### config.mk
export PLATFORM = sky130hd
export DESIGN_NAME = hex_word_to_base62_fingerprint_top
export DESIGN_NICKNAME = d
export VERILOG_FILES = /design/src/rtl/core/hwb62_pkg.sv /design/src/rtl/core/hwb62_step.sv /design/src/rtl/core/hex_word_to_base62_fingerprint_top.sv
export SDC_FILE = /design/constraint.sdc
export NUM_CORES = 1
export LEC_CHECK = 0
export BUFFER_PORTS_ARGS = -buffer_cell sky130_fd_sc_hd__clkbuf_2
export CORE_UTILIZATION = 30
export CTS_BUF_LIST = sky130_fd_sc_hd__clkbuf_4
export CTS_CLUSTER_SIZE = 8
export DETAILED_ROUTE_END_ITERATION = 8
export PLACE_DENSITY_LB_ADDON = 0.25
export SLEW_MARGIN = 20
export SYNTH_ARGS = -nofsm -noshare
export SYNTH_HDL_FRONTEND = slang
export SYNTH_SLANG_ARGS = --single-unit
export TNS_END_PERCENT = 50
### constraint.sdc
create_clock -name clk_i -period 3.6 [get_ports clk_i]
set_input_delay 0.18 -clock clk_i [delete_from_list [all_inputs] [get_ports clk_i]]
set_output_delay 0.18 -clock clk_i [all_outputs]
set_load 0.02 [all_outputs]
### src/rtl/core/hwb62_pkg.sv
// ----------------------------------------------------------------------------
// hwb62_pkg
// types, op codes and the character table for the base-62 fingerprint block
// ----------------------------------------------------------------------------
package hwb62_pkg;

  localparam logic [1:0] OP_FIRST  = 2'd0;
  localparam logic [1:0] OP_NEXT   = 2'd1;
  localparam logic [1:0] OP_FINISH = 2'd2;

  localparam logic [63:0] DRAIN_LIMIT = 64'd130321;
  localparam int unsigned GROUP_W    = 6;
  localparam int unsigned LOW_W      = 48;
  localparam int unsigned CARRY_W    = 17;
  localparam int unsigned COUNT_W    = 6;
  localparam logic [COUNT_W-1:0] COUNT_TOP = COUNT_W'(61);

  typedef struct packed {
    logic [1:0]  op;
    logic [63:0] word_value;
  } in_word_t;

  typedef struct packed {
    logic [6:0] char_code;
    logic       last_in_run;
    logic       fingerprint_end;
  } out_word_t;

  typedef struct packed {
    logic        done;
    logic        is_char;
    logic        is_zero;
    logic        is_62;
    logic        is_63;
    logic [6:0]  code;
    logic [63:0] next_buf;
  } step_t;

  // symbol index to ascii over 0-9, A-Z, a-z, index taken modulo 62
  function automatic logic [6:0] sym_ascii(input logic [5:0] idx);
    logic [6:0] r;
    r = 7'd48;
    if (idx < 6'd10) begin
      r = 7'd48 + {1'b0, idx};
    end else if (idx < 6'd36) begin
      r = 7'd55 + {1'b0, idx};
    end else if (idx < 6'd62) begin
      r = 7'd61 + {1'b0, idx};
    end else begin
      r = 7'd48 + {1'b0, idx - 6'd62};
    end
    return r;
  endfunction

  function automatic logic [COUNT_W-1:0] bump62(input logic [COUNT_W-1:0] c);
    return (c >= COUNT_TOP) ? '0 : c + COUNT_W'(1);
  endfunction

endpackage

### src/rtl/core/hwb62_step.sv
// ----------------------------------------------------------------------------
// hwb62_step
// shared group unit: loop test, 6-bit group decode and right shift by 6
// ----------------------------------------------------------------------------
module hwb62_step (
  input  logic                 finish_i,
  input  logic [63:0]          buf_i,
  output hwb62_pkg::step_t     step_o
);

  logic [5:0] grp;

  assign grp = buf_i[5:0];

  always_comb begin
    step_o.done     = finish_i ? (buf_i == 64'd0) : (buf_i <= hwb62_pkg::DRAIN_LIMIT);
    step_o.is_zero  = (grp == 6'd0);
    step_o.is_62    = (grp == 6'd62);
    step_o.is_63    = (grp == 6'd63);
    step_o.is_char  = !(step_o.is_zero || step_o.is_62 || step_o.is_63);
    step_o.code     = hwb62_pkg::sym_ascii(grp - 6'd1);
    step_o.next_buf = buf_i >> hwb62_pkg::GROUP_W;
  end

endmodule

### src/rtl/core/hex_word_to_base62_fingerprint_top.sv
// ----------------------------------------------------------------------------
// hex_word_to_base62_fingerprint_top
// binary words to base-62 fingerprint chars; unstalled, one 6-bit group a cycle
// ----------------------------------------------------------------------------
//  channel | dir | handshake            | payload
//  in      | in  | in_valid_i/in_ready_o  | in_data_i  (op, word_value)
//  out     | out | out_valid_o/out_ready_i| out_data_o (char_code, last_in_run,
//          |     |                      |             fingerprint_end)
//
//  a word is accepted in idle, then the shared group unit takes its 6-bit
//  groups one at a time, then a closing step ends it: up to 8 groups for
//  first/next words, up to 11 for finish, which then sends any held character
//  and the 3 counter characters
//  in_ready_o is high only while the sequencer is idle
//  a stalled output register holds the sequencer when a character must go out
//  reset clears the control state at once, no clearing pass
// ----------------------------------------------------------------------------
module hex_word_to_base62_fingerprint_top (
  input  logic                  clk_i,
  input  logic                  rst_ni,
  input  logic                  in_valid_i,
  output logic                  in_ready_o,
  input  hwb62_pkg::in_word_t   in_data_i,
  output logic                  out_valid_o,
  input  logic                  out_ready_i,
  output hwb62_pkg::out_word_t  out_data_o
);

  typedef enum logic [2:0] {
    ST_IDLE  = 3'b001,
    ST_DRAIN = 3'b010,
    ST_COUNT = 3'b100
  } state_e;

  localparam int unsigned CW = hwb62_pkg::COUNT_W;

  state_e state_q, state_d;
  logic                           finish_q, finish_d;
  logic [63:0]                    buf_q, buf_d;
  logic [hwb62_pkg::CARRY_W-1:0]  carry_q, carry_d;
  logic [63:0]                    sum_q, sum_d;
  logic [CW-1:0]                  zc_q, zc_d, c62_q, c62_d, c63_q, c63_d;
  logic [1:0]                     idx_q, idx_d;
  logic                           pend_v_q, pend_v_d;
  logic [6:0]                     pend_q, pend_d;
  logic                           out_v_q, out_v_d;
  hwb62_pkg::out_word_t           out_q, out_d;

  hwb62_pkg::step_t step;
  logic             out_free;
  logic [63:0]      lo;
  logic [CW-1:0]    cnt_sel;

  hwb62_step u_step (
    .finish_i (finish_q),
    .buf_i    (buf_q),
    .step_o   (step)
  );

  assign in_ready_o  = (state_q == ST_IDLE);
  assign out_valid_o = out_v_q;
  assign out_data_o  = out_q;
  assign out_free    = !out_v_q || out_ready_i;
  assign lo          = {16'd0, in_data_i.word_value[hwb62_pkg::LOW_W-1:0]};

  always_comb begin
    case (idx_q)
      2'd0:    cnt_sel = zc_q;
      2'd1:    cnt_sel = c62_q;
      default: cnt_sel = c63_q;
    endcase
  end

  always_comb begin
    state_d  = state_q;
    finish_d = finish_q;
    buf_d    = buf_q;
    carry_d  = carry_q;
    sum_d    = sum_q;
    zc_d     = zc_q;
    c62_d    = c62_q;
    c63_d    = c63_q;
    idx_d    = idx_q;
    pend_v_d = pend_v_q;
    pend_d   = pend_q;
    out_v_d  = out_v_q && !out_ready_i;
    out_d    = out_q;

    unique case (state_q)
      ST_IDLE: begin
        if (in_valid_i) begin
          if (in_data_i.op == hwb62_pkg::OP_FIRST) begin
            buf_d    = in_data_i.word_value;
            sum_d    = '0;
            zc_d     = '0;
            c62_d    = '0;
            c63_d    = '0;
            finish_d = 1'b0;
            state_d  = ST_DRAIN;
          end else if (in_data_i.op == hwb62_pkg::OP_NEXT) begin
            sum_d    = sum_q + lo;
            buf_d    = {carry_q[15:0], in_data_i.word_value[hwb62_pkg::LOW_W-1:0]};
            finish_d = 1'b0;
            state_d  = ST_DRAIN;
          end else if (in_data_i.op == hwb62_pkg::OP_FINISH) begin
            buf_d    = {{(64-hwb62_pkg::CARRY_W){1'b0}}, carry_q} + sum_q;
            finish_d = 1'b1;
            state_d  = ST_DRAIN;
          end
        end
      end
      ST_DRAIN: begin
        if (!step.done) begin
          if (!step.is_char) begin
            buf_d = step.next_buf;
            if (step.is_zero) zc_d = hwb62_pkg::bump62(zc_q);
            if (step.is_62)   c62_d = hwb62_pkg::bump62(c62_q);
            if (step.is_63)   c63_d = hwb62_pkg::bump62(c63_q);
          end else if (!pend_v_q || out_free) begin
            buf_d    = step.next_buf;
            pend_v_d = 1'b1;
            pend_d   = step.code;
            if (pend_v_q) begin
              out_v_d = 1'b1;
              out_d   = '{char_code: pend_q, last_in_run: 1'b0, fingerprint_end: 1'b0};
            end
          end
        end else if (finish_q) begin
          idx_d   = 2'd0;
          state_d = ST_COUNT;
        end else if (!pend_v_q || out_free) begin
          carry_d = buf_q[hwb62_pkg::CARRY_W-1:0];
          state_d = ST_IDLE;
          if (pend_v_q) begin
            pend_v_d = 1'b0;
            out_v_d  = 1'b1;
            out_d    = '{char_code: pend_q, last_in_run: 1'b1, fingerprint_end: 1'b0};
          end
        end
      end
      ST_COUNT: begin
        if (out_free) begin
          out_v_d = 1'b1;
          if (pend_v_q) begin
            pend_v_d = 1'b0;
            out_d    = '{char_code: pend_q, last_in_run: 1'b0, fingerprint_end: 1'b0};
          end else begin
            out_d = '{char_code: hwb62_pkg::sym_ascii(cnt_sel),
                      last_in_run: (idx_q == 2'd2), fingerprint_end: (idx_q == 2'd2)};
            idx_d = idx_q + 2'd1;
            if (idx_q == 2'd2) begin
              buf_d    = '0;
              carry_d  = '0;
              sum_d    = '0;
              zc_d     = '0;
              c62_d    = '0;
              c63_d    = '0;
              finish_d = 1'b0;
              state_d  = ST_IDLE;
            end
          end
        end
      end
      default: state_d = ST_IDLE;
    endcase
  end

  always_ff @(posedge clk_i or negedge rst_ni) begin
    if (!rst_ni) begin
      state_q  <= ST_IDLE;
      finish_q <= 1'b0;
      buf_q    <= '0;
      carry_q  <= '0;
      sum_q    <= '0;
      zc_q     <= '0;
      c62_q    <= '0;
      c63_q    <= '0;
      idx_q    <= '0;
      pend_v_q <= 1'b0;
      out_v_q  <= 1'b0;
    end else begin
      state_q  <= state_d;
      finish_q <= finish_d;
      buf_q    <= buf_d;
      carry_q  <= carry_d;
      sum_q    <= sum_d;
      zc_q     <= zc_d;
      c62_q    <= c62_d;
      c63_q    <= c63_d;
      idx_q    <= idx_d;
      pend_v_q <= pend_v_d;
      out_v_q  <= out_v_d;
    end
  end

  always_ff @(posedge clk_i) begin
    pend_q <= pend_d;
    out_q  <= out_d;
  end

endmodule

# == Word level (Yosys, flattened, before mapping) ==
# Index checks and enable logic that the tools add are counted.
# word_totals
output_inout_bits,11
inputBits,70
regBits,187
# op_classes
reduce_logical,27
add_sub_neg,17
magnitude_cmp,10
bitwise_logic,2
eq_ne,30
muxes,98
# ops
op,n
$mux W64,13
$pmux W64 S3,1
$pmux W64 S2,1
$mux W17,6
$mux W6,17
$mux W9,9
$add A17 B64 Y64,1
$add A64 B48 Y64,1
$le A64 B17 Y1 const B,1
$logic_not A64 Y1,1
$add A6 B6 Y7 const A,8
$pmux W6 S3,3
$mux W7,6
$pmux W17 S2,1
$mux W3,10
$ne A2 B2 Y1 const B,14
$reduce_and A9 Y1,3
$lt A6 B6 Y1 const B,4
$mux W1,20
$add A6 B1 Y6 const B,3
$ge A6 B6 Y1 const B,3
$pmux W9 S2,1
$reduce_and A6 Y1,3
$reduce_and A7 Y1,2
other kinds (30),52

# == Longest topological paths before layout ==
# logic_depth
word_depth,10
ltp_mapped,14

# == Cells and area by module ==
# Synthesis repeated with hierarchy kept, for this count alone.
# unflattened
cells_unflattened,1900
area_unflattened_um2,15344.7
# by_module_without_submodules
mod,n_inst,area_each_um2,cells_per_inst,seq_area_each_um2
hex_word_to_base62_fingerprint_top,1,13927.1,1701,4760.8
hwb62_step,1,1417.6,199,0.0

# == Least setup slack after synthesis ==
# No wires, ideal clock.
# synth_timing
path_type,register to register
start,register buf_q[0]
end,"register out_q, in the netlist out_data_o[0], enable pin"
path_buffers,1
stages_incl_launch_ff,13
path_slack_ps,271
setup_ps,374
arrival_time_ps,2955
synth_period_minus_slack_ps,3329
path_cell_list,dfrtp_1 -> clkbuf_1 -> inv_1 -> ha_1 -> nor2_1 -> o31a_1 -> o41ai_1 -> a211oi_2 -> nor2_2 -> mux2i_1 -> a21oi_1 -> or2_2 -> nor2_1
# synth_via
elab_chain_cells,5
# synth_rtl
element,line_no,rtl
from (decl),hex_word_to_base62_fingerprint_top.sv:39,"logic [63:0] buf_q, buf_d;"
from (signal assigned),hex_word_to_base62_fingerprint_top.sv:184,buf_q <= buf_d;
branches (longest 4 deep; another with $le A64 B17 Y1),--,
$reduce_and A6 Y1 (no source line) (*),--,
to (signal assigned),hex_word_to_base62_fingerprint_top.sv:198,out_q <= out_d;
to (decl),hex_word_to_base62_fingerprint_top.sv:47,"hwb62_pkg::out_word_t out_q, out_d;"
# Every way passes the cells marked *.
# A chain may end at the register's enable or synchronous reset.

# == Worst setup path after layout ==
# layout_timing
start,register sum_q[0]
end,register sum_q[60]
# layout_via
elab_chain_cells,5
# layout_rtl
element,line_no,rtl
from (decl),hex_word_to_base62_fingerprint_top.sv:41,"logic [63:0] sum_q, sum_d;"
from (signal assigned),hex_word_to_base62_fingerprint_top.sv:186,sum_q <= sum_d;
$add A64 B48 Y64,hex_word_to_base62_fingerprint_top.sv:101,sum_d = sum_q + lo;
$mux W64,hex_word_to_base62_fingerprint_top.sv:100,end else if (in_data_i.op == hwb62_pkg::OP_NEXT) begin
$mux W64,hex_word_to_base62_fingerprint_top.sv:92,if (in_data_i.op == hwb62_pkg::OP_FIRST) begin
$mux W64,hex_word_to_base62_fingerprint_top.sv:91,if (in_valid_i) begin
$pmux W64 S2,hex_word_to_base62_fingerprint_top.sv:89,unique case (state_q)
# No other way between the ends. The select of a mux whose other input is x is not followed.

==> results.sh <==
export IMPL_fin_crit_sh_pct=95.0
export IMPL_path_class="flop to flop"
export IMPL_row_count=81
export IMPL_synth_top_family_by_area="compound AO/OA/AOI/OAI gates"
export IMPL_leakage_nw=7.28
export IMPL_die_h_um=225
export IMPL_yosysTopAreaCellShare_pct=28.6
export IMPL_path_clk_slew_ns=0.17
export IMPL_worstSetupStartpointType="flop"
export IMPL_cap_violations=0
export IMPL_power_density_nw_per_um2=836
export IMPL_drive_above_1_share_pct=11.4
export IMPL_track_usage_pct=20.9
export IMPL_ys_top_cells_by_area="dfrtp_1 29%, ha_1 8.8%, o21ai_0 6.0%"
export IMPL_synth_top_area_cell="dfrtp_1"
export IMPL_boundaryPins=81
export IMPL_combPwrFrac_pct=63.0
export IMPL_wl_um=52700
export IMPL_slowest_delay_ns=0.44
export IMPL_cpLargestDelayFamily="compound AO/OA/AOI/OAI gates"
export IMPL_switchingPower_mw=7.39
export IMPL_cts_tree="yes"
export IMPL_avgSynthCellArea_sq_um=8.09
export IMPL_swShare_pct=51.7
export IMPL_dieWidth_um=225
export IMPL_whs_ns=0.0382
export IMPL_fillers=5148
export IMPL_synth_seq_cells=187
export IMPL_highest_layer="met4"
export IMPL_grt_first_pass_wirelength_um=81500
export IMPL_cts_root_buf="clkbuf_4"
export IMPL_max_freq_ghz=0.292
export IMPL_worstMarginPinSlew_ns=1.03
export IMPL_slowest_stage="dfrtp_1"
export IMPL_first_pass_iters=7
export IMPL_crit_path_max_fanout=3
export IMPL_ant_nets=0
export IMPL_die_area_sq_um=50500
export IMPL_ys_warn_count=0
export IMPL_drt_iter0_drc=1103
export IMPL_r2r_start="sum_q[0]$_DFFE_PN0P_"
export IMPL_drc=0
export IMPL_rsz0062_at_grt="false"
export IMPL_slew_headroom_pct=30.8
export IMPL_port_buffers=80
export IMPL_ys_types=85
export IMPL_post_dp_hpwl_um=40500
export IMPL_routedLengthMet1_um=23500
export IMPL_overflow=0
export IMPL_crit_chain="ha_1, fa_1, a21o_1, a221oi_2, o21a_1, o211ai_1, a2111oi_2, buf_4, o311a_2, nor2_2, a32o_1, a31o_1"
export IMPL_hp_start="in_data_i[60]"
export IMPL_synth_compound_area_share_pct=25.9
export IMPL_synth_most_common_cell="nand2_1"
export IMPL_synthesis_area_sq_um=14900
export IMPL_routed_wl_met2_um=25100
export IMPL_grt_max_degree=79
export IMPL_synth_mux_area_share_pct=0.740
export IMPL_ir_drop_mv=0.306
export IMPL_start_util_pct=30.4
export IMPL_design_area_sq_um=17100
export IMPL_nets=2146
export IMPL_crit_start="sum_q[0]$_DFFE_PN0P_"
export IMPL_cp_end_kind="flop"
export IMPL_wire_per_inst_um=19.9
export IMPL_synth_adder_area_share_pct=9.02
export IMPL_area_delta_synth_final_pct=14.9
export IMPL_syn_instance_count=1838
export IMPL_register_area_sq_um=4760
export IMPL_fin_crit_ns=3.42
export IMPL_synthSimpleGateAreaFrac_pct=21.3
export IMPL_hp_class="input port to flop"
export IMPL_numClockSinks=187
export IMPL_dr_total_vias=14600
export IMPL_syn_nets=2014
export IMPL_wl_met3_um=2420
export IMPL_p_int_mw=6.90
export IMPL_drv_slew=0
export IMPL_seq_area_frac_synth_pct=32.0
export IMPL_clock_skew_ns=0.0312
export IMPL_setup_tns_ns=0
export IMPL_ys_top_cells_by_count="229 x nand2_1, 179 x o21ai_0, 170 x dfrtp_1"
export IMPL_antenna_found_initial=1
export IMPL_async_flop_share_pct=91.4
export IMPL_via_per_inst=5.51
export IMPL_setup_violations=0
export IMPL_p_seq_share_pct=28.6
export IMPL_grt_pass1_vias=14000
export IMPL_synth_ff_type="dfrtp_1"
export IMPL_placed_area_sq_um=16300
export IMPL_clockBufferDepth=2
export IMPL_globalplace_congestion=0.912
export IMPL_multi_input_area_sq_um=9560
export IMPL_numCtsBuffers=17
export IMPL_p_clk_share_pct=8.4
export IMPL_critPathBufInv=1
export IMPL_synth_enable_flop_cells=16
export IMPL_cp_arrival_ns=3.96
export IMPL_synth_xor_area_share_pct=7.07
export IMPL_clock_latency_ns=0.66
export IMPL_h_tree_depth=4
export IMPL_worstPathRequired_ns=4.14
export IMPL_status="complete, no violations"
export IMPL_finalHoldViolCount=0
export IMPL_core_sq_um=49000
[cell usage in the layout, fill, tap and decap left out, drive strengths merged, types with 20 or more instances in the layout]
master	Yosys	final
nand2	229	229
xor2	50	50
dfrtp	170	170
nor3	30	30
and3	24	24
clkbuf	61	98
a221oi	27	27
o31ai	22	22
a211oi	20	20
o211ai	21	21
buf	25	72
o21ai	200	200
nand3	83	83
a21o	40	40
inv	65	71
xnor2	70	70
dlygate4sd3	0	48
ha	104	104
nor2	144	144
a21oi	146	146
nand4	31	31
nor4	28	28
[power by group through the flow]
stage / clock, mW / sequential [mW] / combinational [mW]
2_1_floorplan: 0 / 3.70 / 6.41
3_3_place_gp: 0 / 4.10 / 8.75
3_5_place_dp: 0 / 4.12 / 8.82
4_1_cts: 1.24 / 4.07 / 8.91
5_1_grt: 1.30 / 4.19 / 10.0
6_report: 1.20 / 4.08 / 9.01
[registers in the layout (all words and copies together), names as in the netlist]
name	cells
zc_q	6
finish_q	1
c63_q	6
pend_q	7
pend_v_q	1
sum_q	64
carry_q	17
out_valid_o	1
state_q	3
buf_q	64
out_data_o	9
idx_q	2
c62_q	6
[routing by layer]
| layer | GRT usage, % | vias up |
|---|---|---|
| li1 | - | 7036 |
| met1 | 27.8 | 7043 |
| met2 | 34.6 | 448 |
| met3 | 2.82 | 75 |
| met4 | 7.35 | 0 |
| met5 | 0 | - |
[stage by stage]
step	worst slack, ns	instances	power, mW	utilization [%]
6_report	0.179	2648	14.3	34.9
5_1_grt	0.0110	2648	15.5	34.9
4_1_cts	0.163	2646	14.2	34.9
3_5_place_dp	0.198	2566	12.9	33.4
3_3_place_gp	0.252	2566	12.8	33.4
2_1_floorplan	0.271	1838	10.1	-
[worst min-delay path, delay by kind of cell]
family          cells  cell delay, ns
compound gates      2            0.33
buf+inv             1            0.13
[final cells by class]
| type | count | share of cell area, % |
|---|---|---|
| Timing Repair Buffer | 199 | 8.45 |
| Clock buffer | 19 | 0.834 |
| Tap cell | 664 | 4.86 |
| Antenna cell | 1 | 0.0146 |
| Clock inverter | 13 | 0.644 |
| Inverter | 65 | 1.43 |
| Sequential cell | 187 | 27.9 |
| Multi-Input combinational cell | 1500 | 55.9 |
[worst paths after layout]
path                                    endpoint  slack, ns  cells after the start
setup reg to reg           sum_q[60]$_DFFE_PN0P_       0.18                     12
setup / recovery           sum_q[60]$_DFFE_PN0P_       0.18                     12
min in group asynchronous   sum_q[7]$_DFFE_PN0P_       0.15                      2
hold reg to reg            buf_q[26]$_DFFE_PN0P_       0.53                      2
max in group asynchronous  sum_q[52]$_DFFE_PN0P_       2.36                      3
hold / removal             buf_q[60]$_DFFE_PN0P_       0.04                      3
[kinds of logic after synthesis]
| family | count (synthesis) |
|---|---|
| adders and majority gates | 106 |
| and+or+nand+nor | 662 |
| buffers and inverters | 151 |
| AOI/OAI and AO/OA | 601 |
| muxes | 11 |
| DFF | 187 |
| xor gates and xnor gates | 120 |
[repair_timing]
action                                 CTS  global route
hold buffers                            48             0
endpoints found under the hold margin  122             0
buffers inserted                         0             1
gates resized for setup                  0             2
setup endpoints to repair                0             4
(Power assumes the default switching activity.)
